===== src/rtl/envf_pkg.sv =====
// Shared types and constants for the attack/release envelope follower.
// Used by every module in rtl/; depends on nothing else.
`default_nettype none

package envf_pkg;

    localparam int SAMPLE_W = 16;
    localparam int COEF_W   = 16;
    localparam int ENV_W    = 32;   // Q16.16 envelope
    localparam int CH_W     = 4;
    localparam int CFG_IDX_W = 1;
    localparam int CFG_W    = 16;

    typedef logic [CH_W-1:0]     t_ch;
    typedef logic [ENV_W-1:0]    t_env;
    typedef logic [COEF_W-1:0]   t_coef;
    typedef logic [SAMPLE_W-1:0] t_mag;

    typedef enum logic {
        OP_SAMPLE = 1'b0,
        OP_RESET  = 1'b1
    } t_op;

    localparam logic [CFG_IDX_W-1:0] REG_ATTACK  = 1'b0;
    localparam logic [CFG_IDX_W-1:0] REG_RELEASE = 1'b1;

    // Write-side control from the item stage into the channel store.
    typedef struct packed {
        logic upd;   // store a new envelope and clear the reload mark
        logic arm;   // set the reload mark of every channel
        t_env env;
    } t_store_wr;

endpackage

`default_nettype wire


===== src/rtl/envf_smooth.sv =====
// One-pole attack/release update of a single channel's envelope.
// Purely combinational; uses types from envf_pkg.
`default_nettype none

module envf_smooth (
    input  logic signed [envf_pkg::SAMPLE_W-1:0] i_sample,
    input  envf_pkg::t_env                       i_env,
    input  logic                                 i_reload,
    input  envf_pkg::t_coef                      i_attack_coef,
    input  envf_pkg::t_coef                      i_release_coef,
    output envf_pkg::t_env                       o_next_env
);
    import envf_pkg::*;

    t_mag                    mag;
    t_env                    x;
    logic                    rising;
    logic                    env_ge;
    t_coef                   coef;
    t_env                    diff;
    logic [COEF_W+ENV_W-1:0] prod;
    t_env                    step;

    // The magnitude of the most negative sample is 0x8000, which still fits.
    assign mag    = i_sample[SAMPLE_W-1] ? (t_mag'(~i_sample) + t_mag'(1)) : t_mag'(i_sample);
    assign x      = {mag, {(ENV_W-SAMPLE_W){1'b0}}};
    assign rising = (x >= i_env);
    assign env_ge = (i_env >= x);
    assign coef   = rising ? i_attack_coef : i_release_coef;
    assign diff   = env_ge ? (i_env - x) : (x - i_env);
    assign prod   = (COEF_W+ENV_W)'(coef) * (COEF_W+ENV_W)'(diff);
    assign step   = prod[COEF_W+ENV_W-1:COEF_W];

    always_comb begin
        if (i_reload) begin
            o_next_env = x;
        end else if (env_ge) begin
            o_next_env = x + step;
        end else begin
            o_next_env = x - step;
        end
    end

endmodule

`default_nettype wire


===== src/rtl/envf_chstore.sv =====
// Per-channel state: Q16.16 envelopes with valid bits, and reload marks.
// Depends on envf_pkg for the write control struct.
`default_nettype none

module envf_chstore #(
    parameter int CHANNELS = 16
) (
    input  logic                  i_clk,
    input  logic                  i_rst_n,
    input  envf_pkg::t_ch         i_ch,
    input  envf_pkg::t_store_wr   i_wr,
    output logic                  o_hit,
    output envf_pkg::t_env        o_env,
    output logic                  o_reload
);
    import envf_pkg::*;

    // Channels the 4-bit channel field can reach.
    localparam int DEPTH = (CHANNELS < (1 << CH_W)) ? CHANNELS : (1 << CH_W);
    localparam int IDX_W = (DEPTH > 1) ? $clog2(DEPTH) : 1;

    t_env             r_env [DEPTH];
    logic [DEPTH-1:0] r_vld;
    logic [DEPTH-1:0] r_reload;
    logic [IDX_W-1:0] idx;

    assign idx      = i_ch[IDX_W-1:0];
    assign o_hit    = (32'(i_ch) < DEPTH);
    // An entry never written since reset reads as zero.
    assign o_env    = (o_hit && r_vld[idx]) ? r_env[idx] : '0;
    assign o_reload = o_hit && r_reload[idx];

    always_ff @(posedge i_clk) begin
        if (!i_rst_n) begin
            r_vld    <= '0;
            r_reload <= '0;
        end else begin
            for (int k = 0; k < DEPTH; k++) begin
                if (i_wr.arm) begin
                    r_reload[k] <= 1'b1;
                end else if (i_wr.upd && (i_ch == t_ch'(k))) begin
                    r_reload[k] <= 1'b0;
                    r_vld[k]    <= 1'b1;
                end
            end
        end
    end

    always_ff @(posedge i_clk) begin
        for (int k = 0; k < DEPTH; k++) begin
            if (i_wr.upd && (i_ch == t_ch'(k))) begin
                r_env[k] <= i_wr.env;
            end
        end
    end

    a_arm_sets_all: assert property (@(posedge i_clk) disable iff (!i_rst_n)
        i_wr.arm |=> (&r_reload))
        else $error("reload marks not all set after a reset request");

    a_upd_clears_mark: assert property (@(posedge i_clk) disable iff (!i_rst_n)
        (i_wr.upd && o_hit) |=> (r_vld[$past(idx)] && !r_reload[$past(idx)]))
        else $error("updated channel not valid or still marked for reload");

    a_upd_stores_env: assert property (@(posedge i_clk) disable iff (!i_rst_n)
        (i_wr.upd && o_hit) |=> (r_env[$past(idx)] == $past(i_wr.env)))
        else $error("updated channel does not hold the new envelope");

endmodule

`default_nettype wire


===== src/rtl/attack_release_envelope_follower.sv =====
// Top level of the multichannel attack/release envelope follower.
// Instantiates envf_chstore and envf_smooth; depends on envf_pkg.
//
// The block takes one transaction per clock while o_stall is low. The input register
// holds an accepted transaction; one pass through the store read, one 16x32 multiply
// and one add then fills the result register when it is empty or being drained, which
// sets the clock limit. A reset request takes a slot but gives no result, and neither
// does a sample on a channel at or above CHANNELS. The user is to write coefficients
// through the configuration port only while the block is idle; the block itself does
// not enforce it. Index 0 is the attack coefficient and index 1 the release coefficient.
`default_nettype none

module attack_release_envelope_follower #(
    parameter int CHANNELS = 16
) (
    input  logic                                  i_clk,
    input  logic                                  i_rst_n,
    input  logic                                  i_cfg_we,
    input  logic [envf_pkg::CFG_IDX_W-1:0]        i_cfg_idx,
    input  logic [envf_pkg::CFG_W-1:0]            i_cfg_data,
    input  logic                                  i_valid,
    output logic                                  o_stall,
    input  logic                                  i_opcode,
    input  logic signed [envf_pkg::SAMPLE_W-1:0]  i_sample,
    input  envf_pkg::t_ch                         i_channel,
    output logic                                  o_valid,
    input  logic                                  i_stall,
    output logic [envf_pkg::SAMPLE_W-1:0]         o_envelope,
    output envf_pkg::t_ch                         o_out_channel
);
    import envf_pkg::*;

    t_coef                       r_attack_coef;
    t_coef                       r_release_coef;

    logic                        r_in_valid;
    logic                        r_in_opcode;
    logic signed [SAMPLE_W-1:0]  r_in_sample;
    t_ch                         r_in_channel;

    logic                        r_out_valid;
    logic [SAMPLE_W-1:0]         r_out_env;
    t_ch                         r_out_ch;

    logic                        advance;
    logic                        fire;
    logic                        is_reset;
    logic                        hit;
    logic                        reload;
    t_env                        env_cur;
    t_env                        n_env;
    t_store_wr                   store_wr;

    always_ff @(posedge i_clk) begin
        if (!i_rst_n) begin
            r_attack_coef  <= '0;
            r_release_coef <= '0;
        end else if (i_cfg_we) begin
            unique case (i_cfg_idx)
                REG_ATTACK:  r_attack_coef  <= i_cfg_data;
                REG_RELEASE: r_release_coef <= i_cfg_data;
            endcase
        end
    end

    // The result register can load when it is empty or being drained.
    assign advance  = !r_out_valid || !i_stall;
    assign o_stall  = r_in_valid && !advance;
    assign fire     = r_in_valid && advance;
    assign is_reset = (r_in_opcode == OP_RESET);

    always_ff @(posedge i_clk) begin
        if (!i_rst_n) begin
            r_in_valid <= 1'b0;
        end else if (!o_stall) begin
            r_in_valid <= i_valid;
        end
    end

    always_ff @(posedge i_clk) begin
        if (i_valid && !o_stall) begin
            r_in_opcode  <= i_opcode;
            r_in_sample  <= i_sample;
            r_in_channel <= i_channel;
        end
    end

    envf_chstore #(
        .CHANNELS (CHANNELS)
    ) u_store (
        .i_clk    (i_clk),
        .i_rst_n  (i_rst_n),
        .i_ch     (r_in_channel),
        .i_wr     (store_wr),
        .o_hit    (hit),
        .o_env    (env_cur),
        .o_reload (reload)
    );

    envf_smooth u_smooth (
        .i_sample       (r_in_sample),
        .i_env          (env_cur),
        .i_reload       (reload),
        .i_attack_coef  (r_attack_coef),
        .i_release_coef (r_release_coef),
        .o_next_env     (n_env)
    );

    assign store_wr.upd = fire && !is_reset && hit;
    assign store_wr.arm = fire && is_reset;
    assign store_wr.env = n_env;

    always_ff @(posedge i_clk) begin
        if (!i_rst_n) begin
            r_out_valid <= 1'b0;
        end else if (advance) begin
            r_out_valid <= store_wr.upd;
        end
    end

    always_ff @(posedge i_clk) begin
        if (store_wr.upd) begin
            r_out_env <= n_env[ENV_W-1:ENV_W-SAMPLE_W];
            r_out_ch  <= r_in_channel;
        end
    end

    assign o_valid       = r_out_valid;
    assign o_envelope    = r_out_env;
    assign o_out_channel = r_out_ch;

endmodule

`default_nettype wire

===== config.mk =====
export PLATFORM = sky130hd
export DESIGN_NAME = attack_release_envelope_follower
export DESIGN_NICKNAME = d
export VERILOG_FILES = /design/src/rtl/envf_pkg.sv /design/src/rtl/envf_smooth.sv /design/src/rtl/envf_chstore.sv /design/src/rtl/attack_release_envelope_follower.sv
export SDC_FILE = /design/constraint.sdc
export NUM_CORES = 2
export LEC_CHECK = 0
export ABC_CLOCK_PERIOD_IN_PS = 21700
export BUFFER_PORTS_ARGS = -buffer_cell sky130_fd_sc_hd__buf_2
export CAP_MARGIN = 10
export CORE_MARGIN = 8
export CORE_UTILIZATION = 45
export DETAILED_ROUTE_END_ITERATION = 6
export GPL_ROUTABILITY_DRIVEN = 0
export MAX_ROUTING_LAYER = met4
export PLACE_DENSITY = 0.7
export SETUP_SLACK_MARGIN = 0.1
export SKIP_CTS_REPAIR_TIMING = 1
export SLEW_MARGIN = 15
export SYNTH_ARGS = -nofsm -noshare
export SYNTH_HDL_FRONTEND = slang
export SYNTH_HIERARCHICAL = 1
export SYNTH_SLANG_ARGS = --single-unit

===== constraint.sdc =====
create_clock -name i_clk -period 21.7 [get_ports i_clk]
set_input_delay 1.085 -clock i_clk [delete_from_list [all_inputs] [get_ports i_clk]]
set_output_delay 1.085 -clock i_clk [all_outputs]
set_load 0.01 [all_outputs]

==> Yosys cells after proc, flatten, opt, wreduce, memory -nomap -nowiden <==
Memory sizes are Yosys's and may differ from the RTL's. A register that Yosys moved wholly into a read port is not among the register bits.
Index checks and enable logic that the tools add are counted.
{ "word_totals": {"register_bits": 107, "ramBits": 512, "n_memories": 1} }
{ "classes": {"addsub": 5, "multipliers": 1, "order_cmp": 3, "n_eq_ne": 15, "n_mux": 120, "bitwise": 3, "n_reduce_logical": 77} }
{ "memory_table": {"columns": ["memory", "depth", "word_bits", "rd", "rd_clocked_by_memory_dff", "write_ports", "line", "rtl"], "rows": [
  ["u_store.r_env", 16, 32, 1, 1, 1, "envf_chstore.sv:22", "t_env r_env [DEPTH];"]
]} }
{ "ops": {"columns": ["operator", "n"], "rows": [
  ["$mux W32", 19],
  ["$reduce_or A32 Y1", 15],
  ["$sub A32 B32 Y32", 3],
  ["$mux W1", 81],
  ["$ge A32 B32 Y1", 2],
  ["$mux W4", 16],
  ["$mul A16 B32 Y48", 1],
  ["$reduce_and A2 Y1", 18],
  ["$add A32 B32 Y32", 1],
  ["$eq A4 B4 Y1 const B", 8],
  ["$mux W16", 2],
  ["$reduce_bool A2 Y1", 16],
  ["$logic_and A1 B1 Y1", 21],
  ["$add A16 B1 Y16 const B", 1],
  ["$eq A4 B3 Y1 const B", 4],
  ["$not A16 Y16", 1],
  ["$bmux W1 S4", 2],
  ["$eq A4 B2 Y1 const B", 2],
  ["$logic_not A1 Y1", 5],
  ["$lt A4 B5 Y1 const B", 1],
  ["$eq A4 B1 Y1 const B", 1],
  ["$logic_not A4 Y1", 1],
  ["$not A1 Y1", 2],
  ["$logic_or A1 B1 Y1", 1]
]} }

==> Longest topological paths before layout <==
{ "depth": {"ltp_word": 24, "mapped_depth": 64} }

==> Hierarchy <==
Netlist, hierarchy kept.
{ "modules_own_cells": {"columns": ["module", "n_inst", "cells_per_inst", "area_each_um2", "seq_area_each_um2"], "rows": [
  ["envf_chstore", 1, 938, 20846.2, 16015.4],
  ["envf_smooth", 1, 2619, 20733.6, 0.0],
  ["attack_release_envelope_follower", 1, 175, 2565.0, 1911.8]
]} }

==> Least setup slack after synthesis <==
Ideal clock, no wire load.
{ "synth_path": {"kind": "register -> register", "start": "register r_in_sample[2]", "end": "register r_out_env[13] (netlist: o_envelope[13]) (data pin)", "t_arrival_ns": 13.146, "t_required_ns": 21.362, "slack_ns": 8.216, "stages_incl_launch_ff": 57, "path_buffers": 7, "path_cell_list": "edfxtp_1 -> or3_1 -> or2_2 -> or3_1 -> o31ai_1 -> xnor2_1 -> ha_1 -> clkbuf_1 -> nand3b_1 -> nor4_1 -> nor3_1 -> a31oi_1 -> or3_1 -> clkbuf_1 -> clkbuf_1 -> clkbuf_1 -> buf_2 -> mux2i_1 -> [... 21 more ...] -> nor2b_1 -> nor2_1 -> nor2b_1 -> o21a_1 -> nor2_1 -> xnor2_1 -> ha_1 -> inv_1 -> a21oi_1 -> nor2_1 -> nor2_1 -> nor2_1 -> a211o_1 -> a21oi_1 -> o21bai_1 -> o41ai_1 -> xnor2_1 -> o21ai_0"} }
{ "synth_via": {"elab_chain_len": 9, "elab_cells_between_ends": 14} }
{ "synth_lines": {"columns": ["item", "line", "rtl"], "rows": [
  ["start: declaration", "attack_release_envelope_follower.sv:38", "logic signed [SAMPLE_W-1:0] r_in_sample;"],
  ["start signal: assignment", "attack_release_envelope_follower.sv:83", "r_in_sample <= i_sample;"],
  ["$not A16 Y16", "envf_smooth.sv:25", "assign mag = i_sample[SAMPLE_W-1] ? (t_mag'(~i_sample) + t_mag'(1)) : t_mag'(i_sample);"],
  ["$add A16 B1 Y16", "envf_smooth.sv:25", null],
  ["$mux W16 (*)", "envf_smooth.sv:25", null],
  ["$sub A32 B32 Y32, or another cell as far along", "envf_smooth.sv:30", "assign diff = env_ge ? (i_env - x) : (x - i_env);"],
  ["$mux W32 / $mux W16 (equally long branches)", "envf_smooth.sv:30, envf_smooth.sv:29", null],
  ["$mul A16 B32 Y48", "envf_smooth.sv:31", "assign prod = (COEF_W+ENV_W)'(coef) * (COEF_W+ENV_W)'(diff);"],
  ["$sub A32 B32 Y32 / $add A32 B32 Y32 (equally long branches)", "envf_smooth.sv:40, envf_smooth.sv:38", null],
  ["$mux W32", "envf_smooth.sv:37", "end else if (env_ge) begin"],
  ["$mux W32 (*)", "envf_smooth.sv:35", "if (i_reload) begin"],
  ["via n_env[29]", "attack_release_envelope_follower.sv:51", "t_env n_env;"],
  ["end signal: assignment", "attack_release_envelope_follower.sv:123", "r_out_env <= n_env[ENV_W-1:ENV_W-SAMPLE_W];"],
  ["end: declaration", "attack_release_envelope_follower.sv:42", "logic [SAMPLE_W-1:0] r_out_env;"]
]} }
The timed path passes the listed nets; every way through them passes the cells marked *.
A chain may end at the register's enable or synchronous reset.

==> Worst setup path after layout <==
{ "layout_path": {"start": "register r_in_channel[0]", "end": "memory u_store/r_env[14][29] (netlist bit) (data pin)"} }
{ "layout_via": {"elab_chain_len": 24, "elab_cells_between_ends": 101} }
{ "layout_lines": {"columns": ["item", "line", "rtl"], "rows": [
  ["start: declaration", "attack_release_envelope_follower.sv:39", "t_ch r_in_channel;"],
  ["start signal: assignment", "attack_release_envelope_follower.sv:84", "r_in_channel <= i_channel;"],
  ["$bmux W1 S4 (*)", "envf_chstore.sv:30", "assign o_env = (o_hit && r_vld[idx]) ? r_env[idx] : '0;"],
  ["$mux W1 (not written as such) (*)", "envf_chstore.sv:30", null],
  ["$mux W32 (*)", "envf_chstore.sv:30", null],
  ["via env_cur[0]", "attack_release_envelope_follower.sv:50", "t_env env_cur;"],
  ["$sub A32 B32 Y32, or another cell as far along", "envf_smooth.sv:30", null],
  ["$mux W32 / $mux W16 (equally long branches)", "envf_smooth.sv:30, envf_smooth.sv:29", null],
  ["$mul A16 B32 Y48", "envf_smooth.sv:31", null],
  ["$sub A32 B32 Y32 / $add A32 B32 Y32 (equally long branches)", "envf_smooth.sv:40, envf_smooth.sv:38", null],
  ["$mux W32 (*)", "envf_smooth.sv:37", null],
  ["$mux W32 (*)", "envf_smooth.sv:35", null],
  ["via n_env[29]", "attack_release_envelope_follower.sv:51", null],
  ["$mux W32 (no line) (14 in a row)", null, null],
  ["$mux W32 (no line) (*)", null, null],
  ["end: declaration", "envf_chstore.sv:22", null]
]} }
The timed path passes the listed nets; every way through them passes the cells marked *. The select of a mux whose other input is x is not followed.

==> impl_metrics.py <==
metrics = {
    "critical_path": {
        "crit_top_cell": "a21oi_1",
        "max_stage_delay_ps": 990,
        "path_delay_family": "compound AO/OA/AOI/OAI gates",
        "critPathSlowestCell": "xor2_1",
        "endpoint_kind": "register",
        "cp_num_buf_inv": 8,
        "crit_required_ps": 21960,
        "crit_type": "register to register",
        "worstPathArrival_ps": 16900,
        "crit_fanout": 56,
        "start_kind": "register",
    },
    "cells_and_area": {
        "drive_above_1_share_pct": 12.4,
        "n_antenna_cell": 0,
        "fin_cells": 5082,
        "nets": 4387,
        "nFillCells": 8561,
        "area_growth_pct": 8.19,
    },
    "sta": {
        "rsz0062_at_grt": "false",
        "slew_headroom_pct": 14.7,
        "period_share_pct": 76.7,
        "fin_crit_ps": 16640,
        "fmax_ghz": 0.0601,
        "drv_slew": 0,
        "hold_ws_ps": 465,
        "hold_violations": 0,
        "fin_worst_skew_ps": 16.4,
        "tns_ps": 0,
        "final.setup.worst_slack_ps": 5060,
        "worst_slew_pin_slew_ps": 1270,
        "setup_viol": 0,
    },
    "detailed_routing": {
        "vias": 29403,
        "dr.pass1.iters": 5,
        "drc": 0,
        "antenna_left": 0,
        "wl_mm": 115,
        "post_drt_wl_per_cell_um": 22.7,
        "viasPerCell": 5.79,
        "detail_route.iter0.violations": 2552,
    },
    "pwr": {
        "vdd_drop_max_uv": 90.1,
        "power_density_nw_per_um2": 102,
        "power.leakage_nw": 18.8,
    },
    "min_path": {
        "hp-class": "register to register",
    },
    "run": {
        "cap_violations": 0,
    },
    "clock_tree": {
        "root_buffer": "clkbuf_16",
        "cts_made_buffers": 61,
        "htree_levels": 2,
        "cts_tree": "yes",
        "clkSinkCount": 619,
        "insertion_delay_ps": 630,
        "clockBufferDepth": 3,
        "clkTransAtPathRegs_ps": 60,
    },
    "logic_synthesis": {
        "synth_edf_count": 553,
        "synth_cells": 3732,
        "ys_seq_area_share_pct": 40.6,
        "synth_top_area_share_pct": 37.6,
        "async_reset_ff_share_pct": 0,
        "yosys-top-cells-count": "edfxtp_1 (553), inv_1 (539), nand2_1 (471)",
        "ys_types": 100,
        "synth_nets": 4372,
        "syn-cell-area_um2": 44100,
        "synth_seq_cells": 619,
        "yosys_warnings": 6,
        "syn_area_per_cell_um2": 11.8,
        "yosysMostFrequentCell": "edfxtp_1",
        "synthTopCellsByArea": "edfxtp_1 (38%), fa_1 (19%), mux4_2 (7.0%), ha_1 (5.0%), inv_1 (4.6%)",
        "yosysTopAreaCell": "edfxtp_1",
        "ys.flop_type": "edfxtp_1",
    },
    "die": {
        "fp.dieH_um": 329,
        "start_util_pct": 45.1,
        "ios": 65,
        "die_w_um": 329,
        "fp-row-count": 115,
        "fp.coreArea_um2": 97800,
        "die-area_um2": 108000,
    },
    "global_route": {
        "grt_pass1_vias": 30327,
        "grt_usage_pct": 22.1,
        "grt_max_degree": 142,
        "grt_pass1_wl_mm": 180,
        "antenna_found_initial": 0,
        "overflow": 0,
    },
    "placed_design": {
        "hpwlAfterDp_mm": 78.7,
        "dpl.cell_count": 4971,
        "post-place-ws_ps": 5130,
        "port_buffers": 64,
    },
    "run_status": {
        "status": "completed",
    },
}
-- cell families (layout without fill, tap and decap cells) --
logic type,after synthesis,in the layout,share of synthesized area [%]
multiplexers,201,201,8.48
XOR/XNOR,113,113,2.24
other,1,1,0.00849
buffers and inverters,718,781,6.64
AND/OR/NAND/NOR,981,981,10.0
adder cells (fa/ha/maj),597,597,24.0
AO/OA/AOI/OAI,502,502,7.94
flip-flops,619,619,40.6
-- where the power goes --
group / switching, mW / internal (mW)
combinational: 1.40 / 0.608
sequential: 0.0106 / 1.87
clock: 0.450 / 0.542
-- per-stage QoR --
stage / total power [mW] / area (um^2) / util [%]
2_1_floorplan: 3.21 / 44100 / -
3_3_place_gp: 3.85 / 45800 / 46.8
3_5_place_dp: 3.88 / 45900 / 46.9
4_1_cts: 4.88 / 47700 / 48.8
5_1_grt: 5.16 / 47800 / 48.8
6_report: 4.88 / 47800 / 48.8
-- worst min-delay path, delay by kind of cell, from the launching register on --
kind	cells	cell delay [ps]
flops	1	310
mux	1	50
simple gates	1	50
-- area by class of cell --
| cell class | instances | area [um^2] | share of cell area (%) |
|---|---|---|---|
| clock inverter | 42 | 307 | 0.642 |
| inverter | 541 | 2030 | 4.26 |
| sequential | 619 | 17900 | 37.5 |
| timing repair buffer | 129 | 833 | 1.74 |
| multi-input combinational | 2395 | 23500 | 49.2 |
| tap | 1287 | 1610 | 3.37 |
| clock buffer | 69 | 1560 | 3.26 |
-- registers in the layout, summed over array words and instances (netlist names) --
name and cells:
r_in_sample 16, u_store/r_env 512, u_store/r_reload 16, r_release_coef 16, o_valid 1, o_envelope 16, is_reset 1, u_store/r_vld 16
r_attack_coef 16, o_out_channel 4, r_in_channel 4, r_in_valid 1
-- placed cells by master, fill, tap and decap left out, drive strengths merged, types with 9 or more instances in the layout --
cell type / instances
xnor2: 74
clkbuf: 69
o21a: 44
nor4: 17
and2: 44
o21bai: 25
a21oi: 143
a31oi: 18
and3: 14
ha: 178
fa: 419
nand3: 29
o21ai: 62
buf: 129
nand4: 19
mux2: 14
nand2b: 16
nor2: 244
clkinv: 32
nor3: 38
xor2: 39
nor2b: 36
mux4: 137
nor4b: 9
o211ai: 12
inv: 546
dfxtp: 66
o31ai: 15
a21o: 49
mux2i: 50
a22oi: 65
nand2: 471
edfxtp: 553
or2: 10
or3: 10
a211oi: 15
-- final timing paths --
kind / start / endpoint / slack [ps] / depth (start not counted)
worst max-delay path: r_in_channel[0]$_DFFE_PP_ / u_store/r_env[14][29]$_DFFE_PP_ / 5060 / 54
worst min-delay path: r_attack_coef[8]$_SDFFE_PN0P_ / r_attack_coef[8]$_SDFFE_PN0P_ / 470 / 2
worst max register to register: r_in_channel[0]$_DFFE_PP_ / u_store/r_env[14][29]$_DFFE_PP_ / 5060 / 54
worst min register to register: r_attack_coef[8]$_SDFFE_PN0P_ / r_attack_coef[8]$_SDFFE_PN0P_ / 470 / 2
-- metal layers --
| layer | vias up | track usage [%] | part of all wire [%] |
|---|---|---|---|
| met1 | 14977 | 28.9 | 40 |
| met4 | 0 | 7.57 | 3.9 |
| met2 | 1399 | 35.5 | 48 |
| li1 | 12754 | - | - |
| met3 | 273 | 3.10 | 8.4 |
| met5 | - | - | 0 |
(Power assumes the default switching activity.)
